<file path="config.mk">
export PLATFORM = sky130hd
export DESIGN_NAME = sab_head
export DESIGN_NICKNAME = d
export VERILOG_FILES = /design/src/rtl/source_admission_flood_ban_unit_defines.svh /design/src/rtl/sab_pkg.sv /design/src/rtl/sab_head.sv
export SDC_FILE = /design/constraint.sdc
export NUM_CORES = 1
export LEC_CHECK = 0
export ABC_AREA = 0
export BUFFER_PORTS_ARGS = -buffer_cell sky130_fd_sc_hd__buf_2
export CORE_AREA = 8 8 225 227
export DETAILED_ROUTE_END_ITERATION = 8
export DIE_AREA = 0 0 233 235
export SLEW_MARGIN = 30
export SYNTH_ARGS = -nofsm -noshare
export SYNTH_HDL_FRONTEND = slang
export SYNTH_SLANG_ARGS = --single-unit
</file>
<file path="constraint.sdc">
create_clock -name vclk -period 10.8
set_input_delay 1.08 -clock vclk [all_inputs]
set_output_delay 1.08 -clock vclk [all_outputs]
set_load 0.01 [all_outputs]
</file>
<file path="src/rtl/source_admission_flood_ban_unit_defines.svh">
// Assertion macros for the admission table RTL
`ifndef SOURCE_ADMISSION_FLOOD_BAN_UNIT_DEFINES_SVH
`define SOURCE_ADMISSION_FLOOD_BAN_UNIT_DEFINES_SVH

// same-cycle implication
`define SAB_ASSERT_NOW(label, clk, rst_n, ante, cons) \
  label: assert property (@(posedge clk) disable iff (!rst_n) (ante) |-> (cons)) \
    else $error("same-cycle check failed");

// next-cycle implication
`define SAB_ASSERT_NEXT(label, clk, rst_n, ante, cons) \
  label: assert property (@(posedge clk) disable iff (!rst_n) (ante) |=> (cons)) \
    else $error("next-cycle check failed");

`endif

</file>
<file path="src/rtl/sab_pkg.sv">
// Types, codes and entry record for the admission table
`default_nettype none
package sab_pkg;

  typedef enum logic [1:0] {
    ACT_CHECK      = 2'd0,
    ACT_CONNECT    = 2'd1,
    ACT_DISCONNECT = 2'd2,
    ACT_NONE       = 2'd3
  } action_e;

  typedef enum logic [3:0] {
    OC_ADMITTED   = 4'd0,
    OC_ZERO_LIMIT = 4'd1,
    OC_RAPID_BAN  = 4'd2,
    OC_BANNED     = 4'd3,
    OC_FLOOD_BAN  = 4'd4,
    OC_OVER_LIMIT = 4'd5,
    OC_NEW        = 4'd6,
    OC_COUNTED    = 4'd7,
    OC_FULL       = 4'd8,
    OC_REMOVED    = 4'd9,
    OC_ABSENT     = 4'd10
  } outcome_e;

  typedef enum logic [1:0] {
    ST_IDLE,
    ST_SCAN,
    ST_FILL,
    ST_EMIT
  } state_e;

  localparam logic [7:0] REG_MAX_CONN  = 8'd0;
  localparam logic [7:0] REG_RECONNECT = 8'd1;
  localparam logic [7:0] REG_BAN_DUR   = 8'd2;
  localparam logic [7:0] REG_FLOOD_WIN = 8'd3;

  localparam logic [15:0] COUNT_MAX = 16'hFFFF;

  // one table entry as it travels around the ring
  typedef struct packed {
    logic        valid;
    logic [31:0] addr;
    logic [15:0] count;
    logic [15:0] tries;
    logic        banned;
    logic [31:0] last_time;
    logic [31:0] prior_time;
    logic [31:0] ban_time;
    logic [31:0] last_over_time;
  } entry_t;

  typedef struct packed {
    logic [15:0] max_conn;
    logic [31:0] reconnect;
    logic [31:0] ban_dur;
    logic [31:0] flood_win;
  } cfg_t;

  // what the head logic reports for the entry passing by
  typedef struct packed {
    logic        hit;
    logic        free;
    logic        take;
    logic        admitted;
    outcome_e    outcome;
    logic [15:0] count;
  } head_res_t;

  // magnitude of a wrapped signed 32-bit difference
  function automatic logic [31:0] time_gap(input logic [31:0] a, input logic [31:0] b);
    logic [31:0] d;
    d = a - b;
    return d[31] ? (32'd0 - d) : d;
  endfunction

endpackage
`default_nettype wire

</file>
<file path="src/rtl/sab_head.sv">
// Head of the ring: applies one item's action to the entry passing by
`default_nettype none
module sab_head (
  input  wire sab_pkg::entry_t  entry_i,
  input  wire sab_pkg::action_e action_i,
  input  wire logic [31:0]      addr_i,
  input  wire logic [31:0]      now_i,
  input  wire sab_pkg::cfg_t    cfg_i,
  input  wire logic             fill_i,
  input  wire logic             filled_i,
  output sab_pkg::entry_t       entry_o,
  output sab_pkg::head_res_t    res_o
);
  import sab_pkg::*;

  logic match;
  logic rapid, unban, still_banned, flood, over;
  logic [15:0] dec_count;

  assign match = entry_i.valid && (entry_i.addr == addr_i);

  // check timing tests, all against the old entry
  assign rapid        = time_gap(now_i, entry_i.last_time) < cfg_i.reconnect;
  assign unban        = entry_i.banned && (time_gap(now_i, entry_i.ban_time) > cfg_i.ban_dur);
  assign still_banned = entry_i.banned && !unban;
  assign flood        = (entry_i.tries != 16'd0) &&
                        (time_gap(now_i, entry_i.last_over_time) < cfg_i.flood_win);
  assign over         = entry_i.count >= cfg_i.max_conn;
  assign dec_count    = (entry_i.count != 16'd0) ? entry_i.count - 16'd1 : 16'd0;

  always_comb begin
    entry_o        = entry_i;
    res_o.hit      = 1'b0;
    res_o.free     = !entry_i.valid;
    res_o.take     = 1'b0;
    res_o.admitted = 1'b0;
    res_o.outcome  = OC_ABSENT;
    res_o.count    = entry_i.count;
    if (fill_i) begin
      // fill pass: first free entry takes the new source
      if (!entry_i.valid && !filled_i) begin
        res_o.take           = 1'b1;
        entry_o.valid        = 1'b1;
        entry_o.addr         = addr_i;
        entry_o.count        = 16'd1;
        entry_o.tries        = 16'd0;
        entry_o.banned       = 1'b0;
        entry_o.last_time    = now_i;
        entry_o.prior_time   = 32'd0;
        entry_o.ban_time     = 32'd0;
        entry_o.last_over_time = 32'd0;
      end
    end else if (match) begin
      unique case (action_i)
        ACT_CHECK: begin
          res_o.hit          = 1'b1;
          entry_o.prior_time = entry_i.last_time;
          entry_o.last_time  = now_i;
          if (rapid) begin
            entry_o.banned   = 1'b1;
            entry_o.ban_time = now_i;
            res_o.outcome    = OC_RAPID_BAN;
          end else begin
            if (unban) begin
              entry_o.banned   = 1'b0;
              entry_o.ban_time = 32'd0;
            end
            if (still_banned) begin
              res_o.outcome = OC_BANNED;
            end else if (flood) begin
              entry_o.banned   = 1'b1;
              entry_o.ban_time = now_i;
              res_o.outcome    = OC_FLOOD_BAN;
            end else if (over) begin
              if (entry_i.tries != COUNT_MAX) begin
                entry_o.tries = entry_i.tries + 16'd1;
              end
              entry_o.last_over_time = now_i;
              res_o.outcome          = OC_OVER_LIMIT;
            end else begin
              res_o.admitted = 1'b1;
              res_o.outcome  = OC_ADMITTED;
            end
          end
        end
        ACT_CONNECT: begin
          res_o.hit     = 1'b1;
          res_o.outcome = OC_COUNTED;
          if (entry_i.count != COUNT_MAX) begin
            entry_o.count = entry_i.count + 16'd1;
          end
          res_o.count = entry_o.count;
        end
        ACT_DISCONNECT: begin
          res_o.hit     = 1'b1;
          res_o.outcome = OC_REMOVED;
          entry_o.count = dec_count;
          res_o.count   = dec_count;
          if (dec_count == 16'd0 && !entry_i.banned) begin
            entry_o.valid = 1'b0;
          end
        end
        default: begin
          // unused code leaves the entry alone
        end
      endcase
    end
  end
endmodule
`default_nettype wire

</file>
==> impl_metrics.ini <==
[status]
outcome = finished clean

[final_layout]
drive_gt1_share_pct = 22.8
nClkBuffers = 0
fin_nets = 3486
area_growth_pct = 22.8
ff_latch_area_sq_um = 0
nFlopsAndLatches = 0

[logic_synthesis]
syn_nets = 2994
yosysMostFrequentCell = nand2_1
yosysWarnings = 0
synth_commonest_cells = 319 x nand2_1, 253 x inv_1, 215 x ha_1, 187 x a21oi_1, 182 x o21ai_0
yosysTopAreaCellShare_pct = 17.6
avgSynthCellArea_sq_um = 6.37
yosys-top-cells-area = ha_1 18%, xnor2_1 8.8%, nand2_1 7.8%, inv_1 6.2%, a21oi_1 6.1%
ys_types = 93
synth_top_area_cell = ha_1
syn_area_sq_um = 15300
yosysSeqAreaShare_pct = 0
synthCells = 2402

[grt]
grt_pass1_wl_um = 120000
grt_max_degree = 66
grt_usage_pct = 28.4
antenna_found_initial = 23
grt_pass1_vias = 19000
gr-total-overflow = 0

[pwr]
power.internal_uw = 585
switching_share_pct = 59.2
p_total_mw = 1.43
clkPwrFrac_pct = 0
leakage_nw = 9.73
combPwrFrac_pct = 100.0
ir_drop_uv = 52.7
p_per_area_nw_per_um2 = 76.3
p_sw_uw = 849
seqPwrFrac_pct = 0

[timing]
tightestPinTransition_ps = 841
slew_headroom_pct = 43.6
hold_violations = 0
finalCriticalPeriod_ps = 9660
final-setup-viol-count = 0
max_freq_mhz = 104
grt_setup_unrepaired = no
fin_tns_setup_ps = 0
maxSlewViolCount = 0
fin_crit_sh_pct = 89.5

[routing]
highest_layer = met5
antenna_left = 0
drcViolationCount = 0
dr.pass1.iters = 6
drtIter0Drc = 1523
drt-met1-wl_um = 32500
vias_per_cell = 5.67
wl_met3_um = 6970
routed-wl-met2_um = 39800
drt-total-wl_um = 83500
vias = 19900
wl_per_cell_um = 23.8

[floorplanning]
die-area_sq_um = 54800
core_area_sq_um = 47100
fp.dieH_um = 235
io_pins = 592
start_util_pct = 32.4
dieWidth_um = 233
rows = 80

[placement]
dp.final_hpwl_um = 71800
place.gp.congestion = 0.999
io_buffer_count = 592

[setup_path]
arrival_ps = 8580
critPathKind = input port to output pin
crit_buf_inv = 4
crit_path_start_kind = input port
slowest_delay_ps = 770
end_kind = output pin
crit_fanout = 14
cp_slowest_cell = nand4bb_2
critical-path-top-cell-by-count = or3_1
cp.required_ps = 9720
cp_top_family = simple AND/OR/NAND/NOR gates

[hold_path]
worstHoldPathType = input port to output pin
min-delay-start = entry_i[64]
hold_path_end = entry_o[64]
hold_path_depth = 4

[clocking]
post_cts_resized = 0
post_cts_buffers = 0
cts_hold_buf = 0

[job]
drv_cap = 0
-- metal layers --
| layer | track usage [%] | vias to the layer above |
|---|---|---|
| met5 | 0 | - |
| met4 | 10.7 | 22 |
| met3 | 5.00 | 152 |
| met2 | 50.6 | 909 |
| met1 | 33.3 | 9199 |
| li1 | - | 9631 |
-- final cells by class --
type | count | area [sq um]
antenna | 7 | 17.5
fill | 5185 | 28400
inverter | 254 | 953
multi-input combinational | 2026 | 13900
tap | 615 | 769
timing repair buffer | 612 | 3130
-- tightest hold or removal path: stages --
cell and delay [ps]:
buf_2 80, nand2_1 40, o21ai_0 50, buf_2 130
-- worst max path at each step --
stage               cells after the start     endpoint  startpoint
floorplan                              27  entry_o[10]    now_i[0]
global placement                       26   entry_o[1]    now_i[0]
detailed placement                     26  entry_o[27]    now_i[0]
CTS                                    26  entry_o[27]    now_i[0]
global route                           26  entry_o[30]    now_i[0]
finish                                 26  entry_o[27]    now_i[0]
-- cell usage in the layout, fill, tap and decap left out, types with 9 or more instances in the layout --
master and instances:
nand2b_1 17, a21o_1 84, o22ai_1 36, inv_1 252
o21ai_0 181, buf_2 591, a21boi_0 10, a31oi_1 26
a21oi_1 187, and2_1 11, buf_4 20, ha_1 215
a311oi_1 9, o21a_1 27, nand4_1 60, a211oi_1 17
xnor2_1 153, nand2_1 319, a22o_1 42, o31ai_1 22
nor2b_1 16, o211ai_1 14, or3_1 24, or4_1 9
mux2i_1 44, nor2_1 144, nand3_1 51, nor3_1 39
nor4_1 29, a22oi_1 9, xor2_1 47, and3_1 25
-- power by group through the flow --
stage | clock network, mW | registers [mW] | logic [mW]
floorplan | 0 | 0 | 0.965
global placement | 0 | 0 | 1.42
detailed placement | 0 | 0 | 1.42
CTS | 0 | 0 | 1.42
global route | 0.0000000124 | 0 | 1.59
finish | 0.0000000869 | 0 | 1.43
-- stage by stage --
step / hold WS [ps] / utilization (%) / std cells / instance area (sq um) / setup slack, ps
floorplan: 2240 / - / 2402 / 15300 / 2590
global placement: 2460 / 39.8 / 3507 / 18800 / 1410
detailed placement: 2460 / 39.8 / 3507 / 18800 / 1220
CTS: 2460 / 39.8 / 3507 / 18800 / 1180
global route: 2480 / 39.8 / 3508 / 18800 / 656
finish: 2460 / 39.8 / 3514 / 18800 / 1140
-- logic make-up (layout without fill, tap and decap cells) --
group | Yosys count | count (layout) | synth area share, %
multiplexers | 49 | 49 | 3.25
adder cells (fa/ha/maj) | 218 | 218 | 18.0
AO/OA/AOI/OAI | 767 | 767 | 32.9
buffers and inverters | 376 | 866 | 9.36
other | 0 | 7 | 0
XOR/XNOR | 200 | 200 | 11.5
AND/OR/NAND/NOR | 792 | 792 | 25.0
Power figures use the tool's default switching activity.
