[src/rtl/source_admission_flood_ban_unit_defines.svh]
// Assertion macros for the admission table RTL
`ifndef SOURCE_ADMISSION_FLOOD_BAN_UNIT_DEFINES_SVH
`define SOURCE_ADMISSION_FLOOD_BAN_UNIT_DEFINES_SVH

// same-cycle implication
`define SAB_ASSERT_NOW(label, clk, rst_n, ante, cons) \
  label: assert property (@(posedge clk) disable iff (!rst_n) (ante) |-> (cons)) \
    else $error("same-cycle check failed");

// next-cycle implication
`define SAB_ASSERT_NEXT(label, clk, rst_n, ante, cons) \
  label: assert property (@(posedge clk) disable iff (!rst_n) (ante) |=> (cons)) \
    else $error("next-cycle check failed");

`endif

[src/rtl/sab_pkg.sv]
// Types, codes and entry record for the admission table
`default_nettype none
package sab_pkg;

  typedef enum logic [1:0] {
    ACT_CHECK      = 2'd0,
    ACT_CONNECT    = 2'd1,
    ACT_DISCONNECT = 2'd2,
    ACT_NONE       = 2'd3
  } action_e;

  typedef enum logic [3:0] {
    OC_ADMITTED   = 4'd0,
    OC_ZERO_LIMIT = 4'd1,
    OC_RAPID_BAN  = 4'd2,
    OC_BANNED     = 4'd3,
    OC_FLOOD_BAN  = 4'd4,
    OC_OVER_LIMIT = 4'd5,
    OC_NEW        = 4'd6,
    OC_COUNTED    = 4'd7,
    OC_FULL       = 4'd8,
    OC_REMOVED    = 4'd9,
    OC_ABSENT     = 4'd10
  } outcome_e;

  typedef enum logic [1:0] {
    ST_IDLE,
    ST_SCAN,
    ST_FILL,
    ST_EMIT
  } state_e;

  localparam logic [7:0] REG_MAX_CONN  = 8'd0;
  localparam logic [7:0] REG_RECONNECT = 8'd1;
  localparam logic [7:0] REG_BAN_DUR   = 8'd2;
  localparam logic [7:0] REG_FLOOD_WIN = 8'd3;

  localparam logic [15:0] COUNT_MAX = 16'hFFFF;

  // one table entry as it travels around the ring
  typedef struct packed {
    logic        valid;
    logic [31:0] addr;
    logic [15:0] count;
    logic [15:0] tries;
    logic        banned;
    logic [31:0] last_time;
    logic [31:0] prior_time;
    logic [31:0] ban_time;
    logic [31:0] last_over_time;
  } entry_t;

  typedef struct packed {
    logic [15:0] max_conn;
    logic [31:0] reconnect;
    logic [31:0] ban_dur;
    logic [31:0] flood_win;
  } cfg_t;

  // what the head logic reports for the entry passing by
  typedef struct packed {
    logic        hit;
    logic        free;
    logic        take;
    logic        admitted;
    outcome_e    outcome;
    logic [15:0] count;
  } head_res_t;

  // magnitude of a wrapped signed 32-bit difference
  function automatic logic [31:0] time_gap(input logic [31:0] a, input logic [31:0] b);
    logic [31:0] d;
    d = a - b;
    return d[31] ? (32'd0 - d) : d;
  endfunction

endpackage
`default_nettype wire

[src/rtl/sab_cell.sv]
// One table cell: holds an entry and passes it on while the ring turns
`default_nettype none
module sab_cell (
  input  wire logic            clk_i,
  input  wire logic            rst_ni,
  input  wire logic            shift_i,
  input  wire sab_pkg::entry_t entry_i,
  output sab_pkg::entry_t      entry_o
);
  import sab_pkg::*;

  logic   valid_q;
  entry_t data_q;

  // valid bit is control state
  always_ff @(posedge clk_i or negedge rst_ni) begin
    if (!rst_ni) begin
      valid_q <= 1'b0;
    end else if (shift_i) begin
      valid_q <= entry_i.valid;
    end
  end

  // payload needs no reset
  always_ff @(posedge clk_i) begin
    if (shift_i) begin
      data_q <= entry_i;
    end
  end

  always_comb begin
    entry_o       = data_q;
    entry_o.valid = valid_q;
  end
endmodule
`default_nettype wire

[config.mk]
export PLATFORM = sky130hd
export DESIGN_NAME = sab_cell
export DESIGN_NICKNAME = d
export VERILOG_FILES = /design/src/rtl/source_admission_flood_ban_unit_defines.svh /design/src/rtl/sab_pkg.sv /design/src/rtl/sab_cell.sv
export SDC_FILE = /design/constraint.sdc
export NUM_CORES = 1
export LEC_CHECK = 0
export BUFFER_PORTS_ARGS = -buffer_cell sky130_fd_sc_hd__buf_2
export CORE_AREA = 3 3 150 152
export DETAILED_ROUTE_END_ITERATION = 8
export DIE_AREA = 0 0 153 155
export GPL_TIMING_DRIVEN = 1
export PLACE_DENSITY_LB_ADDON = 0.08
export SLEW_MARGIN = 10
export SYNTH_ARGS = -nofsm -noshare
export SYNTH_HDL_FRONTEND = slang
export SYNTH_SLANG_ARGS = --single-unit
[constraint.sdc]
create_clock -name clk_i -period 1.3 [get_ports clk_i]
set_input_delay 0.325 -clock clk_i [delete_from_list [all_inputs] [get_ports clk_i]]
set_output_delay 0.325 -clock clk_i [all_outputs]
set_load 0.01 [all_outputs]
==> run summary, run 1 <==
Outcome: finished with violations
Failing checks: negative setup slack
Core ar.: 21200 sq um
Fin util: 42.4%
VDD IR max: 854 uV
Clk pin slew, worst setup/hold paths: 70 ps
Layout Cells excl Fill: 907
Area Growth Syn to Fin: 53.6%
Total Routing Usage GR: 13.7%
Crit-path leading delay family: flip-flops
IO Port Bufs: 390
Slew Viols, Final: 0
Hold crit path type: input pin to flip-flop
Worst setup margin: -19.6 ps
CTS max path bufs: 2
Commonest non-fill, non-tap cell in the layout: buf_2
Min cycle time layout: 1320 ps
CP Max Fanout: 1
First-pass iteration count of the detailed router: 4
Worst Setup End Kind: primary output
Mapped Avg Cell Area: 29.8 sq um
Worst Hold Launch: entry_i[119]
Power Density: 1560 nW/um^2
Vias in the first global route: 3937
Initial Util: 27.6%
Worst-Skew Late Latency: 420 ps
Post-Synthesis Cells: 196
Most frequent cells in the layout: buf_2, edfxtp_1, clkbuf_16, buf_6, buf_4
Final wirelength: 16600 um
WL per Instance: 18.3 um
Final setup fails: 2
Filler Cells Inserted: 1999
DRC viols: 0
Yosys cell types: 4
Final period utilization: 102%
Number of synthesized register bits: 194
CTS tree: built
DP HPWL: 13400 um
Clock sink count: 194
Slowest stage cell, crit path: edfxtp_1
Post-DRT Antenna Nets: 0
Sequential-to-total area share from yosys stat: 99.6%
RSZ-0062 raised after global routing: yes
Cell Area, Synth: 5840 sq um
Max stage delay on crit path: 410 ps
Layout cells sized above 1: 68.9%
Slew @ Worst Pin: 254 ps
DIE WIDTH: 153 um
DIE HEIGHT: 155 um
Num CTS Buffers: 17
Overflow after GRT: 0
Ports: 391
Global-route wire length before repair: 24000 um
Htree depth: 4
Relative slew slack: 83.0%
Die area: 23700 sq um
Initial DRC Count: 161
Yosys warnings: 0
R2R Path Start: valid_q
Max-cap violations: 0
Critical path origin: entry_o[35]
Total number of vias: 3623
CTS root buf: clkbuf_16
Clock Skew: 0 ps
Element type at the critical path start: flip-flop
Data arrival, critical path: 990 ps
Final Hold Fails: 0
FP Rows: 53
Setup CP Type: flip-flop to primary output
Post-Place Cells: 874
Lkg Pwr: 3.84 nW
WP data required: 980 ps
Max Freq: 758 MHz
Initial antenna violation count: 4
Routability Congestion: 0.832
DP Worst Slack: 123 ps
Cell Chain, Critical Path: buf_2
Fin nets: 817
Via/cell ratio: 3.99
Mapped Nets: 393
Largest net degree at the start of global routing: 30
CP Buf/Inv Count: 1
-- what timing repair did --
action / CTS / global route
resized for setup: 4 / 9
hold endpoints to repair: 1 / 0
setup endpoints to repair: 53 / 157
hold buffers: 1 / 0
buffers inserted: 1 / 0
-- layout make-up --
class / count / area, sq um / share of cell area, %
Antenna cell: 1 / 2.50 / 0.0279
Clock buffer: 17 / 425 / 4.74
Clock inverter: 13 / 155 / 1.73
Multi-Input combinational cell: 1 / 15.0 / 0.167
Sequential cell: 194 / 5820 / 64.8
Tap cell: 275 / 344 / 3.83
Timing Repair Buffer: 406 / 2210 / 24.7
-- registers in the layout, summed over array words and instances (netlist names) --
name / count
valid_q: 1
entry_o: 193
-- worst paths after layout --
| path | cells past startpoint | slack [ps] | to |
|---|---|---|---|
| max | 1 | -20 | entry_o[35] |
| min | 1 | 70 | entry_o[119] |
| max reg2reg | 2 | 410 | valid_q |
| min reg2reg | 2 | 630 | valid_q |
| max in group asynchronous | 2 | 1000 | valid_q |
| min in group asynchronous | 2 | 210 | valid_q |
-- logic make-up (layout without fill, tap and decap cells) --
kind of cell,after synthesis,in the layout,synth area share (%)
flip-flops,194,194,99.6
other,0,1,0
buffers and inverters,1,436,0.129
multiplexers,1,1,0.257
-- power by group --
| group | internal (W) | total [W] | leakage (nW) | switching (W) |
|---|---|---|---|---|
| registers | 0.00742 | 0.00755 | 1.90 | 0.000122 |
| logic | 0.000601 | 0.00129 | 1.67 | 0.000693 |
| clock network | 0.00286 | 0.00514 | 0.275 | 0.00228 |
-- routing by layer --
layer | vias up | global-route usage [%] | part of all wire [%]
met2 | 252 | 23.8 | 52
li1 | 1646 | - | -
met4 | 8 | 5.18 | 2.1
met3 | 34 | 7.90 | 12
met1 | 1683 | 13.8 | 34
met5 | - | 0 | 0.23
-- metrics by stage --
stage	TNS, ps	area, sq um	power (W)	hold WS [ps]
final	-25.6	8980	0.0140	69.7
after global routing	-2960	8970	0.0146	36.4
after CTS	-637	8930	0.0142	39.7
after detailed placement	0	8320	0.00898	100
after global placement	0	8320	0.00896	101
after floorplan	0	5840	0.00798	29.4
-- cell usage after synthesis --
library cell | instances | share of area [%]
edfxtp_1 | 193 | 99
mux2_4 | 1 | 0.26
buf_4 | 1 | 0.13
dfrtp_1 | 1 | 0.43
No activity file was read; power rests on OpenSTA's default activity.
==> inputs of run 2 (changes only) <==
GPL_TIMING_DRIVEN = 0   (was 1)
==> run summary, run 2 (synthesis gave the netlist of run 1 again) <==
Power Density: 1550 nW/um^2 (-0.46%)
Hold Slack: 72.6 ps (+2.90 ps)
Slowest stage cell, crit path: edfxtp_1
DP HPWL: 12200 um (-9.2%)
CTS max path bufs: 2 (unchanged)
Clock Skew: 0 ps (unchanged)
CTS root buf: clkbuf_16
Data arrival, critical path: 970 ps (-20 ps)
Final Hold Fails: 0 (unchanged)
Setup TNS: 0 ps (+25.6 ps)
Setup CP Type: flip-flop to primary output
Hold crit path type: input pin to flip-flop
R2R Path Start: valid_q
Initial Util: 27.6% (unchanged)
Most frequent cells in the layout: buf_2, edfxtp_1, clkbuf_16, buf_6
FP Rows: 53 (unchanged)
Clk pin slew, worst setup/hold paths: 70 ps (about the same)
Initial antenna violation count: 6 (+2)
Cell Chain, Critical Path: buf_2
Vias in the first global route: 3822 (-2.9%)
Ports: 391 (unchanged)
CTS tree: built
Initial DRC Count: 127 (-21%)
R2R Setup Slk: 290 ps (-120 ps)
WP data required: 980 ps (about the same)
CP Buf/Inv Count: 1 (unchanged)
Htree depth: 4 (unchanged)
Critical path origin: entry_o[19]
Total Routing Usage GR: 13.0% (-0.74 points)
Fin nets: 806 (-1.3%)
Lkg Pwr: 3.78 nW (-1.8%)
Via/cell ratio: 3.96 (-0.95%)
Final setup fails: 0 (-2)
Max reg flops: 193 (unchanged)
Outcome: finished clean
Overflow after GRT: 0 (unchanged)
Element type at the critical path start: flip-flop
IO Port Bufs: 390 (unchanged)
Crit-path leading delay family: flip-flops
Core ar.: 21200 sq um (unchanged)
Final wirelength: 16200 um (-2.6%)
Total number of vias: 3549 (-2.0%)
Slew Viols, Final: 0 (unchanged)
Relative slew slack: 64.8% (-18 points)
Num CTS Buffers: 17 (unchanged)
Worst Hold Launch: entry_i[105]
RSZ-0062 raised after global routing: yes
Final period utilization: 99.3% (-2.2 points)
CP Max Fanout: 1 (unchanged)
Min cycle time layout: 1290 ps (-28.4 ps)
Slew @ Worst Pin: 527 ps (+273 ps)
First-pass iteration count of the detailed router: 4 (unchanged)
Layout cells sized above 1: 68.4% (-0.55 points)
WL per Instance: 18.1 um (-1.5%)
DIE HEIGHT: 155 um (unchanged)
Routability Congestion: 0.790 (-5.1%)
Worst-Skew Late Latency: 410 ps (about the same)
Max Freq: 774 MHz (+2.2%)
VDD IR max: 777 uV (-9.0%)
Largest net degree at the start of global routing: 100 (+230%)
Worst Setup End Kind: primary output
Global-route wire length before repair: 22800 um (-4.8%)
Commonest non-fill, non-tap cell in the layout: buf_2
Max stage delay on crit path: 390 ps (-20 ps)
Filler Cells Inserted: 1972 (-1.4%)
Area Growth Syn to Fin: 51.1%
DRC viols: 0 (unchanged)
Clock sink count: 194 (unchanged)
Post-DRT Antenna Nets: 0 (unchanged)
Layout Cells excl Fill: 897 (-1.1%)
DIE WIDTH: 153 um (unchanged)
Post-Place Cells: 862 (-1.4%)
Max-cap violations: 0 (unchanged)
Die area: 23700 sq um (unchanged)
run 2: cell types whose count changed in the layout (fill, tap and decap cells not counted), moves of 2 or more:
| cell | change |
|---|---|
| buf_12 | -5 |
| inv_6 | +2 |
| bufinv_16 | -2 |
| buf_4 | -7 |
| clkinvlp_4 | -3 |
| clkinv_4 | +2 |
run 2: layout make-up:
type | instances | area (sq um) | share of cell area (%)
Clock buffer | 17 | 425 | 4.82
Tap cell | 275 | 344 | 3.90
Clock inverter | 13 | 119 | 1.35
Multi-Input combinational cell | 1 | 15.0 | 0.170
Timing Repair Buffer | 395 | 2100 | 23.8
Sequential cell | 194 | 5820 | 65.9
Antenna cell | 2 | 5.00 | 0.0567
run 2: routing by layer:
metal  GRT usage [%]  wire, um
met5               0        70
met2            22.7      8490
met4            4.75       310
met3            7.65      1920
met1            12.8      5430
run 2: path summary, 6_finish.rpt:
check,endpoint,cells after the start
worst max-delay path,entry_o[19],1
worst min-delay path,entry_o[105],1
worst max register to register,valid_q,3
worst min register to register,valid_q,3
max in group asynchronous,valid_q,2
min in group asynchronous,valid_q,2
run 2: timing repair:
| item | CTS | global route |
|---|---|---|
| buffers inserted | 1 | 1 |
| cloned | 0 | 1 |
| endpoints found under the hold margin | 1 | 0 |
| setup endpoints to repair | 128 | 160 |
| gates resized for setup | 8 | 9 |
| hold buffers | 1 | 0 |
run 2: through the flow:
stage | power, W | util, % | worst slack, ps | cell area (sq um)
detailed placement | 0.00891 | 38.7 | -575 | 8180
finish | 0.0137 | 41.7 | 8.75 | 8830
global placement | 0.00892 | 38.5 | -2610 | 8140
floorplan | 0.00798 | - | 490 | 5840
global route | 0.0143 | 41.7 | -58.4 | 8830
CTS | 0.0139 | 41.4 | -94.0 | 8770
run 2: power by group:
part	total, W	internal [W]	switching [W]
Clock	0.00490	0.00251	0.00238
Combinational	0.00125	0.000571	0.000679
Sequential	0.00754	0.00742	0.000119
Total	0.0137	0.0105	0.00318
==> inputs of run 3 (changes only) <==
BUFFER_PORTS_ARGS = not set   (was -buffer_cell sky130_fd_sc_hd__buf_2)
CORE_AREA = 3 3 149 151   (was 3 3 150 152)
DIE_AREA = 0 0 152 154   (was 0 0 153 155)
DONT_BUFFER_PORTS = 1   (was not set)
HOLD_SLACK_MARGIN = 0.03   (was not set)
==> run summary, run 3 <==
Outcome: aborted with a tool error
Last stage: clock tree synthesis
Error: [ERROR RSZ-0060] Max buffer count reached.
IO Port Bufs: 0 (-100%)
Mapped Nets: 393 (unchanged)
CTS max path bufs: 2 (unchanged)
Routability Congestion: 0.699 (-12%)
Sequential-to-total area share from yosys stat: 99.6% (unchanged)
Clock sink count: 194 (unchanged)
Proportion of netlist area held by the largest area contributor: 99.2% (unchanged)
Htree depth: 4 (unchanged)
DP HPWL: 10000 um (-17%)
Placed inst area: 6190 sq um (-24%)
Mapped Avg Cell Area: 29.8 sq um (unchanged)
Yosys warnings: 0 (unchanged)
FFs w/ async S/R, synth: 0.515% (unchanged)
Initial Util: 27.9% (+0.26 points)
Synth cell count leaders: edfxtp_1, buf_4, dfrtp_1, mux2_4
FP Rows: 53 (unchanged)
Ranking of synthesized cells by area: edfxtp_1, dfrtp_1, mux2_4
Number of synthesized register bits: 194 (unchanged)
# hold bufs at CTS: 101 (+100)
Num CTS Buffers: 17 (unchanged)
Ports: 391 (unchanged)
CTS root buf: clkbuf_16
DIE WIDTH: 152 um (-0.65%)
EDFF count, synth: 193 (unchanged)
DIE HEIGHT: 154 um (-0.65%)
Cell Area, Synth: 5840 sq um (unchanged)
Most common cell in the synthesized netlist: edfxtp_1
Post-CTS Setup Bufs: 0 (-1)
Yosys cell types: 4 (unchanged)
Top cell type by total area after synthesis: edfxtp_1
Post-CTS sizing: 1 (-7)
Post-Synthesis Cells: 196 (unchanged)
Synth Flop Type: edfxtp_1
-- run 3: cell counts after synthesis --
No cell type changed its count.
-- run 3: per-stage QoR --
stage / utilization [%] / setup WS [ps] / std cells
after detailed placement: 29.5 / 475 / 471
after floorplan: - / 490 / 196
after global placement: 29.5 / 465 / 471
-- run 3: kinds of logic after synthesis --
family	Yosys count	share of synthesized area, %
buffers and inverters	1	0.129
flip-flops	194	99.6
multiplexers	1	0.257
==> inputs of run 4 (changes only) <==
CORE_AREA = 3 3 153 155   (was 3 3 149 151)
DIE_AREA = 0 0 156 158   (was 0 0 152 154)
HOLD_SLACK_MARGIN = not set   (was 0.03)
PLACE_DENSITY_LB_ADDON = 0.15   (was 0.08)
==> run summary, run 4 <==
Clock sink count: 194 (unchanged)
Post-CTS Setup Bufs: 0 (unchanged)
Last stage: clock tree synthesis
EDFF count, synth: 193 (unchanged)
Most common cell in the synthesized netlist: edfxtp_1
Cell Area, Synth: 5840 sq um (unchanged)
Synth cell count leaders: edfxtp_1, buf_4, dfrtp_1, mux2_4
CTS root buf: clkbuf_16
Placed inst area: 6190 sq um (+0.10%)
Mapped Nets: 393 (unchanged)
Ranking of synthesized cells by area: edfxtp_1, dfrtp_1, mux2_4
Sequential-to-total area share from yosys stat: 99.6% (unchanged)
Top cell type by total area after synthesis: edfxtp_1
Proportion of netlist area held by the largest area contributor: 99.2% (unchanged)
DIE WIDTH: 156 um (+2.6%)
Ports: 391 (unchanged)
Htree depth: 4 (unchanged)
Mapped Avg Cell Area: 29.8 sq um (unchanged)
CTS max path bufs: 2 (unchanged)
Routability Congestion: 0.714 (+2.2%)
Post-CTS sizing: 1 (unchanged)
Synth Flop Type: edfxtp_1
Outcome: aborted with a tool error
Yosys warnings: 0 (unchanged)
Number of synthesized register bits: 194 (unchanged)
IO Port Bufs: 0 (unchanged)
FP Rows: 54 (+1.9%)
# hold bufs at CTS: 102 (+0.99%)
Num CTS Buffers: 17 (unchanged)
Initial Util: 26.6% (-1.3 points)
Post-Synthesis Cells: 196 (unchanged)
Yosys cell types: 4 (unchanged)
DIE HEIGHT: 158 um (+2.6%)
FFs w/ async S/R, synth: 0.515% (unchanged)
Error: [ERROR RSZ-0060] Max buffer count reached.
==> run 4: cells by family after synthesis <==
group	share of synthesized area, %
buffers and inverters	0.129
flip-flops	99.6
multiplexers	0.257
==> run 4: per-stage QoR <==
| stage | setup slack [ps] | hold slack [ps] | utilization, % | std cells |
|---|---|---|---|---|
| 2_1_floorplan | 490 | 29.4 | - | 196 |
| 3_3_place_gp | 463 | 29.6 | 28.2 | 476 |
| 3_5_place_dp | 458 | 29.6 | 28.2 | 476 |
